--- src/design/hsl_pkg.sv ---
`timescale 1ns / 1ps
// ----------------------------------------------------------------------------
// hsl_pkg
// Beat types, inter-stage records and fixed-point constants shared by the
// HSLA to RGBA conversion pipeline.
// ----------------------------------------------------------------------------
package hsl_pkg;

    // Q1.15 unity and the hue scale in 1/16 degree
    localparam logic [15:0] Q_ONE       = 16'd32768;
    localparam logic [9:0]  HUE_SECTOR  = 10'd960;
    localparam logic [9:0]  HUE_HALF    = 10'd480;
    // Whole turns added to every hue before the wrap (6 x 5760)
    localparam logic signed [17:0] HUE_BIAS = 18'sd34560;
    // Reciprocals: floor(u/15) for u < 1052 and for u < 491528
    localparam logic [12:0] RECIP15_SHORT = 13'd4370;
    localparam logic [20:0] RECIP15_LONG  = 21'd1118482;
    // floor(q/6) for q < 71
    localparam logic [5:0]  RECIP6        = 6'd43;

    // Sector codes, one per 60 degrees of hue
    localparam logic [2:0] SECT_RED_RISE   = 3'd0;
    localparam logic [2:0] SECT_GREEN_RISE = 3'd1;
    localparam logic [2:0] SECT_GREEN_FALL = 3'd2;
    localparam logic [2:0] SECT_BLUE_RISE  = 3'd3;
    localparam logic [2:0] SECT_BLUE_FALL  = 3'd4;
    localparam logic [2:0] SECT_RED_FALL   = 3'd5;

    typedef struct packed {
        logic signed [15:0] hue;
        logic [15:0]        saturation;
        logic [15:0]        lightness;
        logic [15:0]        alpha_in;
    } hsl_beat_t;

    typedef struct packed {
        logic [15:0] red;
        logic [15:0] green;
        logic [15:0] blue;
        logic [15:0] alpha_out;
    } rgb_beat_t;

    // Chroma stage result
    typedef struct packed {
        logic [15:0] chroma;
        logic [15:0] light;
        logic [2:0]  sector;
        logic [9:0]  frac;
        logic [15:0] alpha;
    } hsl_chroma_t;

    // Secondary component stage result
    typedef struct packed {
        logic [15:0] second;
        logic [15:0] chroma;
        logic [15:0] light;
        logic [2:0]  sector;
        logic [15:0] alpha;
    } hsl_second_t;

endpackage

--- src/design/hsl_front.sv ---
`timescale 1ns / 1ps
// ----------------------------------------------------------------------------
// hsl_front
// Two stages: clamp S and L, wrap the hue and find the turn quotient, then
// form the chroma, the sector and the position inside the sector.
// ----------------------------------------------------------------------------
module hsl_front
    import hsl_pkg::*;
(
    input  logic        clk,
    input  logic        rst_n,
    input  logic        up_valid,
    output logic        up_ready,
    input  hsl_beat_t   up_data,
    output logic        dn_valid,
    input  logic        dn_ready,
    output hsl_chroma_t dn_data
);

    // Stage one registers
    logic        s1_valid_reg;
    logic [16:0] s1_turn_reg;
    logic [6:0]  s1_quot_reg;
    logic [15:0] s1_sat_reg;
    logic [15:0] s1_light_reg;
    logic [15:0] s1_span_reg;
    logic [15:0] s1_alpha_reg;

    // Stage two registers
    logic        s2_valid_reg;
    hsl_chroma_t s2_data_reg;

    logic s1_adv;
    logic s2_adv;

    // Stage one logic
    logic signed [17:0] hue_ext;
    logic signed [17:0] hue_sum;
    logic [16:0]        turn_next;
    logic [23:0]        quot_prod;
    logic [6:0]         quot_next;
    logic [15:0]        sat_next;
    logic [15:0]        light_next;
    logic [16:0]        twol;
    logic [16:0]        dev;
    logic [15:0]        span_next;

    // Stage two logic
    logic [16:0] quot960;
    logic [16:0] frac_wide;
    logic [12:0] q6_prod;
    logic [3:0]  q6;
    logic [6:0]  sect_wide;
    logic [31:0] chroma_prod;
    logic [32:0] chroma_sum;
    hsl_chroma_t s2_data_next;

    // Advance a stage when it is empty or its successor takes its beat
    assign s2_adv   = !s2_valid_reg || dn_ready;
    assign s1_adv   = !s1_valid_reg || s2_adv;
    assign up_ready = s1_adv;

    // Wrap hue upward by whole turns, take the 960-unit quotient, clamp S and L
    always_comb
    begin
        hue_ext    = {{2{up_data.hue[15]}}, up_data.hue};
        hue_sum    = hue_ext + HUE_BIAS;
        turn_next  = hue_sum[16:0];
        quot_prod  = turn_next[16:6] * RECIP15_SHORT;
        quot_next  = quot_prod[22:16];
        sat_next   = (up_data.saturation > Q_ONE) ? Q_ONE : up_data.saturation;
        light_next = (up_data.lightness > Q_ONE) ? Q_ONE : up_data.lightness;
        twol       = {light_next, 1'b0};
        dev        = (twol >= {1'b0, Q_ONE}) ? (twol - {1'b0, Q_ONE})
                                             : ({1'b0, Q_ONE} - twol);
        span_next  = 16'({1'b0, Q_ONE} - dev);
    end

    // Chroma, sector and fraction
    always_comb
    begin
        quot960     = {s1_quot_reg, 10'b0} - {4'b0, s1_quot_reg, 6'b0};
        frac_wide   = s1_turn_reg - quot960;
        q6_prod     = s1_quot_reg * RECIP6;
        q6          = q6_prod[11:8];
        sect_wide   = s1_quot_reg - 7'({q6, 2'b0} + {1'b0, q6, 1'b0});
        chroma_prod = s1_span_reg * s1_sat_reg;
        chroma_sum  = {1'b0, chroma_prod} + 33'd16384;
        s2_data_next.chroma = chroma_sum[30:15];
        s2_data_next.light  = s1_light_reg;
        s2_data_next.sector = sect_wide[2:0];
        s2_data_next.frac   = frac_wide[9:0];
        s2_data_next.alpha  = s1_alpha_reg;
    end

    // Valid bits
    always_ff @(posedge clk or negedge rst_n)
    begin
        if (!rst_n)
        begin
            s1_valid_reg <= 1'b0;
            s2_valid_reg <= 1'b0;
        end
        else
        begin
            if (s1_adv)
            begin
                s1_valid_reg <= up_valid;
            end
            if (s2_adv)
            begin
                s2_valid_reg <= s1_valid_reg;
            end
        end
    end

    // Payload, loaded only with a live beat
    always_ff @(posedge clk)
    begin
        if (s1_adv && up_valid)
        begin
            s1_turn_reg  <= turn_next;
            s1_quot_reg  <= quot_next;
            s1_sat_reg   <= sat_next;
            s1_light_reg <= light_next;
            s1_span_reg  <= span_next;
            s1_alpha_reg <= up_data.alpha_in;
        end
        if (s2_adv && s1_valid_reg)
        begin
            s2_data_reg <= s2_data_next;
        end
    end

    assign dn_valid = s2_valid_reg;
    assign dn_data  = s2_data_reg;

endmodule

--- src/design/hsl_second.sv ---
`timescale 1ns / 1ps
// ----------------------------------------------------------------------------
// hsl_second
// Two stages: scale the chroma by the ramp position, then divide by the
// sector width through a reciprocal multiply.
// ----------------------------------------------------------------------------
module hsl_second
    import hsl_pkg::*;
(
    input  logic        clk,
    input  logic        rst_n,
    input  logic        up_valid,
    output logic        up_ready,
    input  hsl_chroma_t up_data,
    output logic        dn_valid,
    input  logic        dn_ready,
    output hsl_second_t dn_data
);

    logic        s3_valid_reg;
    logic [25:0] s3_prod_reg;
    logic [15:0] s3_chroma_reg;
    logic [15:0] s3_light_reg;
    logic [2:0]  s3_sector_reg;
    logic [15:0] s3_alpha_reg;

    logic        s4_valid_reg;
    hsl_second_t s4_data_reg;

    logic s3_adv;
    logic s4_adv;

    logic [9:0]  ramp;
    logic [25:0] prod_next;
    logic [39:0] recip_prod;
    hsl_second_t s4_data_next;

    assign s4_adv   = !s4_valid_reg || dn_ready;
    assign s3_adv   = !s3_valid_reg || s4_adv;
    assign up_ready = s3_adv;

    // Rising ramp in even sectors, falling in odd ones
    always_comb
    begin
        ramp      = up_data.sector[0] ? (HUE_SECTOR - up_data.frac) : up_data.frac;
        prod_next = up_data.chroma * ramp + {16'b0, HUE_HALF};
    end

    // Divide by 960: shift off 64, then multiply by the reciprocal of 15
    always_comb
    begin
        recip_prod          = s3_prod_reg[24:6] * RECIP15_LONG;
        s4_data_next.second = recip_prod[39:24];
        s4_data_next.chroma = s3_chroma_reg;
        s4_data_next.light  = s3_light_reg;
        s4_data_next.sector = s3_sector_reg;
        s4_data_next.alpha  = s3_alpha_reg;
    end

    always_ff @(posedge clk or negedge rst_n)
    begin
        if (!rst_n)
        begin
            s3_valid_reg <= 1'b0;
            s4_valid_reg <= 1'b0;
        end
        else
        begin
            if (s3_adv)
            begin
                s3_valid_reg <= up_valid;
            end
            if (s4_adv)
            begin
                s4_valid_reg <= s3_valid_reg;
            end
        end
    end

    always_ff @(posedge clk)
    begin
        if (s3_adv && up_valid)
        begin
            s3_prod_reg   <= prod_next;
            s3_chroma_reg <= up_data.chroma;
            s3_light_reg  <= up_data.light;
            s3_sector_reg <= up_data.sector;
            s3_alpha_reg  <= up_data.alpha;
        end
        if (s4_adv && s3_valid_reg)
        begin
            s4_data_reg <= s4_data_next;
        end
    end

    assign dn_valid = s4_valid_reg;
    assign dn_data  = s4_data_reg;

endmodule

--- src/design/hsl_mix.sv ---
`timescale 1ns / 1ps
// ----------------------------------------------------------------------------
// hsl_mix
// Output stage: route chroma and secondary to channels by sector, add the
// lightness offset with rounding and clamp to one.
// ----------------------------------------------------------------------------
module hsl_mix
    import hsl_pkg::*;
(
    input  logic        clk,
    input  logic        rst_n,
    input  logic        up_valid,
    output logic        up_ready,
    input  hsl_second_t up_data,
    output logic        dn_valid,
    input  logic        dn_ready,
    output rgb_beat_t   dn_data
);

    logic      s5_valid_reg;
    rgb_beat_t s5_data_reg;
    rgb_beat_t s5_data_next;
    logic      s5_adv;

    logic [15:0] red_raw;
    logic [15:0] green_raw;
    logic [15:0] blue_raw;

    // (2v + 2L + 1 - C) / 2, clamped to one
    function automatic logic [15:0] add_offset(
        input logic [15:0] v,
        input logic [15:0] l,
        input logic [15:0] c
    );
        logic [17:0] sum;
        logic [16:0] half;
        sum  = {1'b0, v, 1'b0} + {1'b0, l, 1'b0} + 18'd1 - {2'b0, c};
        half = sum[17:1];
        return (half > {1'b0, Q_ONE}) ? Q_ONE : half[15:0];
    endfunction

    assign s5_adv   = !s5_valid_reg || dn_ready;
    assign up_ready = s5_adv;

    // Route chroma and secondary by sector
    always_comb
    begin
        red_raw   = 16'd0;
        green_raw = 16'd0;
        blue_raw  = 16'd0;
        case (up_data.sector)
            SECT_RED_RISE:
            begin
                red_raw   = up_data.chroma;
                green_raw = up_data.second;
            end
            SECT_GREEN_RISE:
            begin
                red_raw   = up_data.second;
                green_raw = up_data.chroma;
            end
            SECT_GREEN_FALL:
            begin
                green_raw = up_data.chroma;
                blue_raw  = up_data.second;
            end
            SECT_BLUE_RISE:
            begin
                green_raw = up_data.second;
                blue_raw  = up_data.chroma;
            end
            SECT_BLUE_FALL:
            begin
                red_raw  = up_data.second;
                blue_raw = up_data.chroma;
            end
            default:
            begin
                red_raw  = up_data.chroma;
                blue_raw = up_data.second;
            end
        endcase
        s5_data_next.red       = add_offset(red_raw, up_data.light, up_data.chroma);
        s5_data_next.green     = add_offset(green_raw, up_data.light, up_data.chroma);
        s5_data_next.blue      = add_offset(blue_raw, up_data.light, up_data.chroma);
        s5_data_next.alpha_out = up_data.alpha;
    end

    always_ff @(posedge clk or negedge rst_n)
    begin
        if (!rst_n)
        begin
            s5_valid_reg <= 1'b0;
        end
        else if (s5_adv)
        begin
            s5_valid_reg <= up_valid;
        end
    end

    // Hold the beat while stalled
    always_ff @(posedge clk)
    begin
        if (s5_adv && up_valid)
        begin
            s5_data_reg <= s5_data_next;
        end
    end

    assign dn_valid = s5_valid_reg;
    assign dn_data  = s5_data_reg;

endmodule

--- src/design/hsl_to_rgb_converter.sv ---
// Each of the five register stages holds one beat and moves it on when its
// successor is empty or being drained, so the pipeline takes one beat per
// cycle while rgb_stall is low. Reset clears the stage valid bits only; no
// kept state, no clearing pass.
`timescale 1ns / 1ps
// ----------------------------------------------------------------------------
// hsl_to_rgb_converter
// HSLA to RGBA colour conversion pipeline in Q1.15 fixed point.
// ----------------------------------------------------------------------------
module hsl_to_rgb_converter
    import hsl_pkg::*;
(
    input  logic      clk,
    input  logic      rst_n,
    input  logic      hsl_valid,
    output logic      hsl_stall,
    input  hsl_beat_t hsl_data,
    output logic      rgb_valid,
    input  logic      rgb_stall,
    output rgb_beat_t rgb_data
);

    logic        front_ready;
    logic        chroma_valid;
    logic        chroma_ready;
    hsl_chroma_t chroma_data;
    logic        second_valid;
    logic        second_ready;
    hsl_second_t second_data;

    assign hsl_stall = !front_ready;

    // Stages one and two: clamp, hue split and chroma
    hsl_front u_front
    (
        .clk      (clk),
        .rst_n    (rst_n),
        .up_valid (hsl_valid),
        .up_ready (front_ready),
        .up_data  (hsl_data),
        .dn_valid (chroma_valid),
        .dn_ready (chroma_ready),
        .dn_data  (chroma_data)
    );

    // Stages three and four: secondary component
    hsl_second u_second
    (
        .clk      (clk),
        .rst_n    (rst_n),
        .up_valid (chroma_valid),
        .up_ready (chroma_ready),
        .up_data  (chroma_data),
        .dn_valid (second_valid),
        .dn_ready (second_ready),
        .dn_data  (second_data)
    );

    // Stage five: channel routing and offset
    hsl_mix u_mix
    (
        .clk      (clk),
        .rst_n    (rst_n),
        .up_valid (second_valid),
        .up_ready (second_ready),
        .up_data  (second_data),
        .dn_valid (rgb_valid),
        .dn_ready (!rgb_stall),
        .dn_data  (rgb_data)
    );

endmodule

--- config.mk ---
export PLATFORM = sky130hd
export DESIGN_NAME = hsl_to_rgb_converter
export DESIGN_NICKNAME = d
export VERILOG_FILES = /design/src/design/hsl_pkg.sv /design/src/design/hsl_front.sv /design/src/design/hsl_second.sv /design/src/design/hsl_mix.sv /design/src/design/hsl_to_rgb_converter.sv
export SDC_FILE = /design/constraint.sdc
export NUM_CORES = 2
export LEC_CHECK = 0
export ABC_AREA = 0
export BUFFER_PORTS_ARGS = -buffer_cell sky130_fd_sc_hd__buf_4
export CAP_MARGIN = 5
export CORE_UTILIZATION = 61
export DETAILED_ROUTE_END_ITERATION = 10
export PLACE_DENSITY = 0.77
export SLEW_MARGIN = 20
export SYNTH_ARGS = -nofsm -noshare
export SYNTH_HDL_FRONTEND = slang
export SYNTH_SLANG_ARGS = --single-unit
--- constraint.sdc ---
create_clock -name clk -period 9.9 [get_ports clk]
set_input_delay 0.495 -clock clk [delete_from_list [all_inputs] [get_ports clk]]
set_output_delay 0.495 -clock clk [all_outputs]
set_load 0.03 [all_outputs]
* After elaboration in Yosys (flattened, before gate mapping)
Index checks and enable logic that the tools add are counted.
** Storage, ports and cells
- Input bits :: 68
- Register bits after elaboration :: 354
** Cells by class
- Equality and inequality tests :: 4
- Magnitude comparators :: 6
- Multipliers :: 5
- Add/sub/neg operators :: 20
- Muxes and demuxes :: 6
- Reduce and logical (&&, ||, !) cells :: 24
** Operators by type and width (count)
- one-hot mux 16 bit (2 select lines) :: 3
- adder 17 x 17 -> 18 bit :: 3
- adder 18 x 1 -> 18 bit, second input constant :: 3
- subtractor 18 x 16 -> 18 bit :: 3
- > comparator 17 x 16 -> 1 bit, second input constant :: 3
- multiplier 19 x 20 -> 39 bit, second input constant :: 1
- > comparator 16 bit, second input constant :: 2
- 2-to-1 mux 16 bit :: 2
- subtractor 16 bit, first input constant :: 2
- adder 31 x 15 -> 31 bit, second input constant :: 1
- multiplier 16 x 16 -> 31 bit :: 1
- adder 25 x 9 -> 25 bit, second input constant :: 1
- multiplier 16 x 10 -> 25 bit :: 1
- multiplier 11 x 12 -> 22 bit, second input constant :: 1
- adder 16 x 17 -> 17 bit, second input constant :: 1
- >= comparator 17 x 16 -> 1 bit, second input constant :: 1
- subtractor 16 bit, second input constant :: 1
- OR reduction 2 bit :: 6
- multiplier 7 x 6 -> 10 bit, second input constant :: 1
- 2-to-1 mux 10 bit :: 1
- subtractor 1 x 10 -> 10 bit, first input constant :: 1
- subtractor 10 bit :: 1
- subtractor 10 bit, first input constant :: 1
- logical NOT 1 bit :: 7
- 8 further kinds :: 17

* Longest topological paths before layout
- Depth in word-level cells :: 7
- Gate-level depth with buffers :: 28
- Depth with buffers taken out :: 26

* Cells and area by module
A second synthesis with hierarchy kept.
** Unflattened totals
- Cells, all modules :: 3308
- Area total of the unflattened synthesis :: 34878.5 um^2
** Modules (own cells, without submodules)
- hsl_front :: cells an instance 1430, area each 15150.8 um^2, sequential area each 4254.1 um^2, instances 1
- hsl_second :: cells an instance 1086, area each 12436.9 um^2, sequential area each 4164.0 um^2, instances 1
- hsl_mix :: cells an instance 790, area each 7283.2 um^2, sequential area each 1946.9 um^2, instances 1
- hsl_to_rgb_converter :: cells an instance 2, area each 7.5 um^2, sequential area each 0.0 um^2, instances 1

* Worst setup path after synthesis
No wires, ideal clock.
- Path type :: register to register
- From :: register u_front.s2_data_reg (netlist bit u_front.dn_data[16])
- To :: register u_second.s3_prod_reg[24], data pin
- Setup time :: 268 ps
- Cell stages (with the launch flop) :: 28
- Buffers on the path :: 2
- Arrival time :: 6637 ps
- Path slack :: 2995 ps
- Clock period less this slack :: 6905 ps
- Path through :: edfxtp_1 -> clkbuf_1 -> inv_1 -> ha_1 -> nand3b_1 -> nor4_1 -> a21oi_1 -> xnor2_1 -> clkbuf_1 -> nand2_1 -> fa_1 -> fa_1 -> inv_1 -> fa_1 -> fa_1 -> inv_1 -> fa_1 -> inv_1 -> ha_1 -> and4_1 -> a221oi_1 -> o21ai_0 -> a31o_2 -> a31oi_1 -> nor3_1 -> a41o_1 -> o41ai_1 -> xnor2_1
** Between the ends
- Word-level cells in the longest chain between the ends :: 4
** RTL lines
- from (decl) :: line hsl_front.sv:31 : hsl_chroma_t s2_data_reg;
- from (signal assigned) :: line hsl_front.sv:131 : s2_data_reg <= s2_data_next;
- subtractor 10 bit :: line hsl_second.sv:45 : ramp = up_data.sector[0] ? (HUE_SECTOR - up_data.frac) : up_data.frac;
- 2-to-1 mux 10 bit * :: line hsl_second.sv:45
- multiplier 16 x 10 -> 25 bit * :: line hsl_second.sv:46 : prod_next = up_data.chroma * ramp + {16'b0, HUE_HALF};
- adder 25 x 9 -> 25 bit * :: line hsl_second.sv:46
- via u_second.prod_next[24] :: line hsl_second.sv:34 : logic [25:0] prod_next;
- to (signal assigned) :: line hsl_second.sv:84 : s3_prod_reg <= prod_next;
- to (decl) :: line hsl_second.sv:21 : logic [25:0] s3_prod_reg;
The timed path passes the listed nets; every way through them passes the cells marked *.
A chain may end at the register's enable or synchronous reset.

* Worst setup path after layout
Ends and elaborated chain as after synthesis.

==> reports/metrics.yaml <==
final_layout_size_suffix_gt1_share_pct: 7.52
synth_nets: 4147
path_common_cell: "fa_1"
hold_viol_final: 0
setup_violations: 0
htree_num_levels: 2
setup_ws_ns: 2.21
synth_mux_area_share_pct: 0.335
first_iter_violations: 1329
clk_latency_ns: 0.57
syn_avg_cell_area_um2: 10.4
arrival_ns: 8.00
stdcell_area_um2: 37400
cts_tree: "built"
yosysWarnings: 0
grt_max_degree: 80
synthSimpleGateAreaFrac_pct: 13.5
whs_ns: 0.114
cts_made_buffers: 38
die_w_um: 239
grt_antenna_before_repair: 0
cp_max_fo: 17
clock_sinks: 346
ant_nets: 0
status: "completed"
wl_mm: 77.8
period_minus_slack_ns: 7.69
dieArea_um2: 57200
nets: 4240
die_y_um: 239
core-area_um2: 55300
max_freq_mhz: 130
clockRootBuffer: "clkbuf_16"
synth-edff-count: 341
io_pins: 134
synth_flop_cell: "edfxtp_1"
synth.area.top_cells: "edfxtp_1, fa_1, ha_1"
finalSetupTns_ns: 0
critical_path_class: "reg -> reg"
rsz0062_at_grt: "false"
cts_buffer_depth: 3
n_antenna_cell: 0
synth_seq_area_share_pct: 30.2
area_growth_pct: 8.86
synth_area_um2: 34300
start_kind: "register"
first_pass_iters: 5
place_ws_ns: 1.93
cpPeakStageDelay_ns: 0.66
synth_top_family_by_area: "adder cells"
synth_xor_area_share_pct: 3.64
ys_async_sr_fraction_pct: 1.45
grt_overflow: 0
synth_most_common_cell: "inv_1"
critPathRequiredTime_ns: 10.21
hpwl_mm: 60.6
ys_ff_latch: 346
synth_common_cells: "inv_1, nand2_1, ha_1"
relSlewSlack_pct: 29.3
cap_violations: 0
cp_slowest_cell: "xnor2_2"
post-route-drc-count: 0
cts_setup_buffers: 0
syn_inst: 3297
worst_slew_pin_slew_ns: 1.06
min_path_type: "in -> reg"
fin_skew_ns: 0.0253
finalMaxSlewViolations: 0
period_share_pct: 77.7
yosysTopAreaCellShare_pct: 29.8
grt_usage_pct: 28.2
placed_area_um2: 36100
port_buffers: 133
route.vias.total: 23600
start_util_pct: 62.1
largest_register_ffs: 67
yosysUniqueCellTypes: 90
vias_per_cell: 5.67
n_fill_cell: 4237
grt_pass1_wl_mm: 127
globalplace.congestion: 0.976
avgRoutedWirePerCell_um: 18.7
critPathCaptureType: "register"
num_rows: 86
synth_compound_area_share_pct: 7.87
synthAdderAreaFrac_pct: 37.0
cts.clk_slew.worst_paths_ns: 0.06
yosysTopAreaCell: "edfxtp_1"
grt_pass1_vias: 25200
## placed cells by master (no fill, tap or decap), drive strengths merged, types with 10 or more instances in the layout
master	n
inv	590
nand2	398
ha	393
fa	389
edfxtp	341
and2	170
buf	145
nor2	112
a21oi	98
xnor2	95
o21ai	82
nor2b	62
a21o	49
xor2	46
clkbuf	43
nor3	39
nand3	29
nand2b	25
o21a	22
a211oi	21
nand4	18
and3	18
a31oi	18
clkinv	16
a22o	14
nor4	12
nor3b	11
or3	10
or2	10
## routing by layer
metal	vias up	routed length, µm	GRT usage (%)
met3	179	4150	4.11
met4	0	2770	10.2
met1	11700	31500	34.8
met2	730	39400	50.1
met5	-	0	0
li1	11000	-	-
## repair_timing
action | in CTS | in global routing
gates resized for setup | 0 | 0
hold buffers | 1 | 0
hold endpoints to repair | 5 | 0
## layout make-up
type / instances / area (µm²) / share of cell area [%]
multi-input combinational: 2271 / 21500 / 57.5
sequential: 346 / 10400 / 27.7
inverter: 587 / 2200 / 5.90
timing repair buffer: 146 / 1100 / 2.95
clock buffer: 43 / 991 / 2.65
tap: 748 / 936 / 2.50
clock inverter: 25 / 290 / 0.777
## stage by stage
| step | util (%) | instances |
|---|---|---|
| CTS | 67.5 | 4166 |
| global route | 67.6 | 4166 |
| finish | 67.6 | 4166 |
| detailed placement | 65.2 | 4097 |
| global placement | 65.1 | 4097 |
| floorplan | - | 3297 |
## worst max-delay path: cells and delay by family (launching register included)
kind | cells | cell delay (ns)
fa+ha+maj | 7 | 3.18
compound gates | 7 | 1.62
simple gates | 5 | 0.99
xor+xnor | 2 | 0.79
flops | 1 | 0.59
buf+inv | 4 | 0.29
## kinds of logic after synthesis
kind of cell / count (synthesis)
simple gates: 938
flops: 346
mux: 11
xor+xnor: 141
compound gates: 399
fa+ha+maj: 782
buf+inv: 680
## path summary, 6_finish.rpt
path                                                from                        to  slack (ns)  cells past startpoint
worst min register to register  u_second.s3_light_reg[1]      u_second.dn_data[20]        0.41                      0
worst max-delay path                 u_front.dn_data[16]  u_second.s3_prod_reg[24]        2.21                     25
min in group asynchronous                          rst_n          u_front.dn_valid        0.26                      2
max in group asynchronous                          rst_n      u_front.s1_valid_reg        9.53                      2
worst max register to register       u_front.dn_data[16]  u_second.s3_prod_reg[24]        2.21                     25
worst min-delay path                        hsl_data[13]  u_front.s1_alpha_reg[13]        0.11                      1
Power is left out: the tool's default activity adds up to more than one toggle a clock period on the data nets, which glitch-free logic cannot reach.
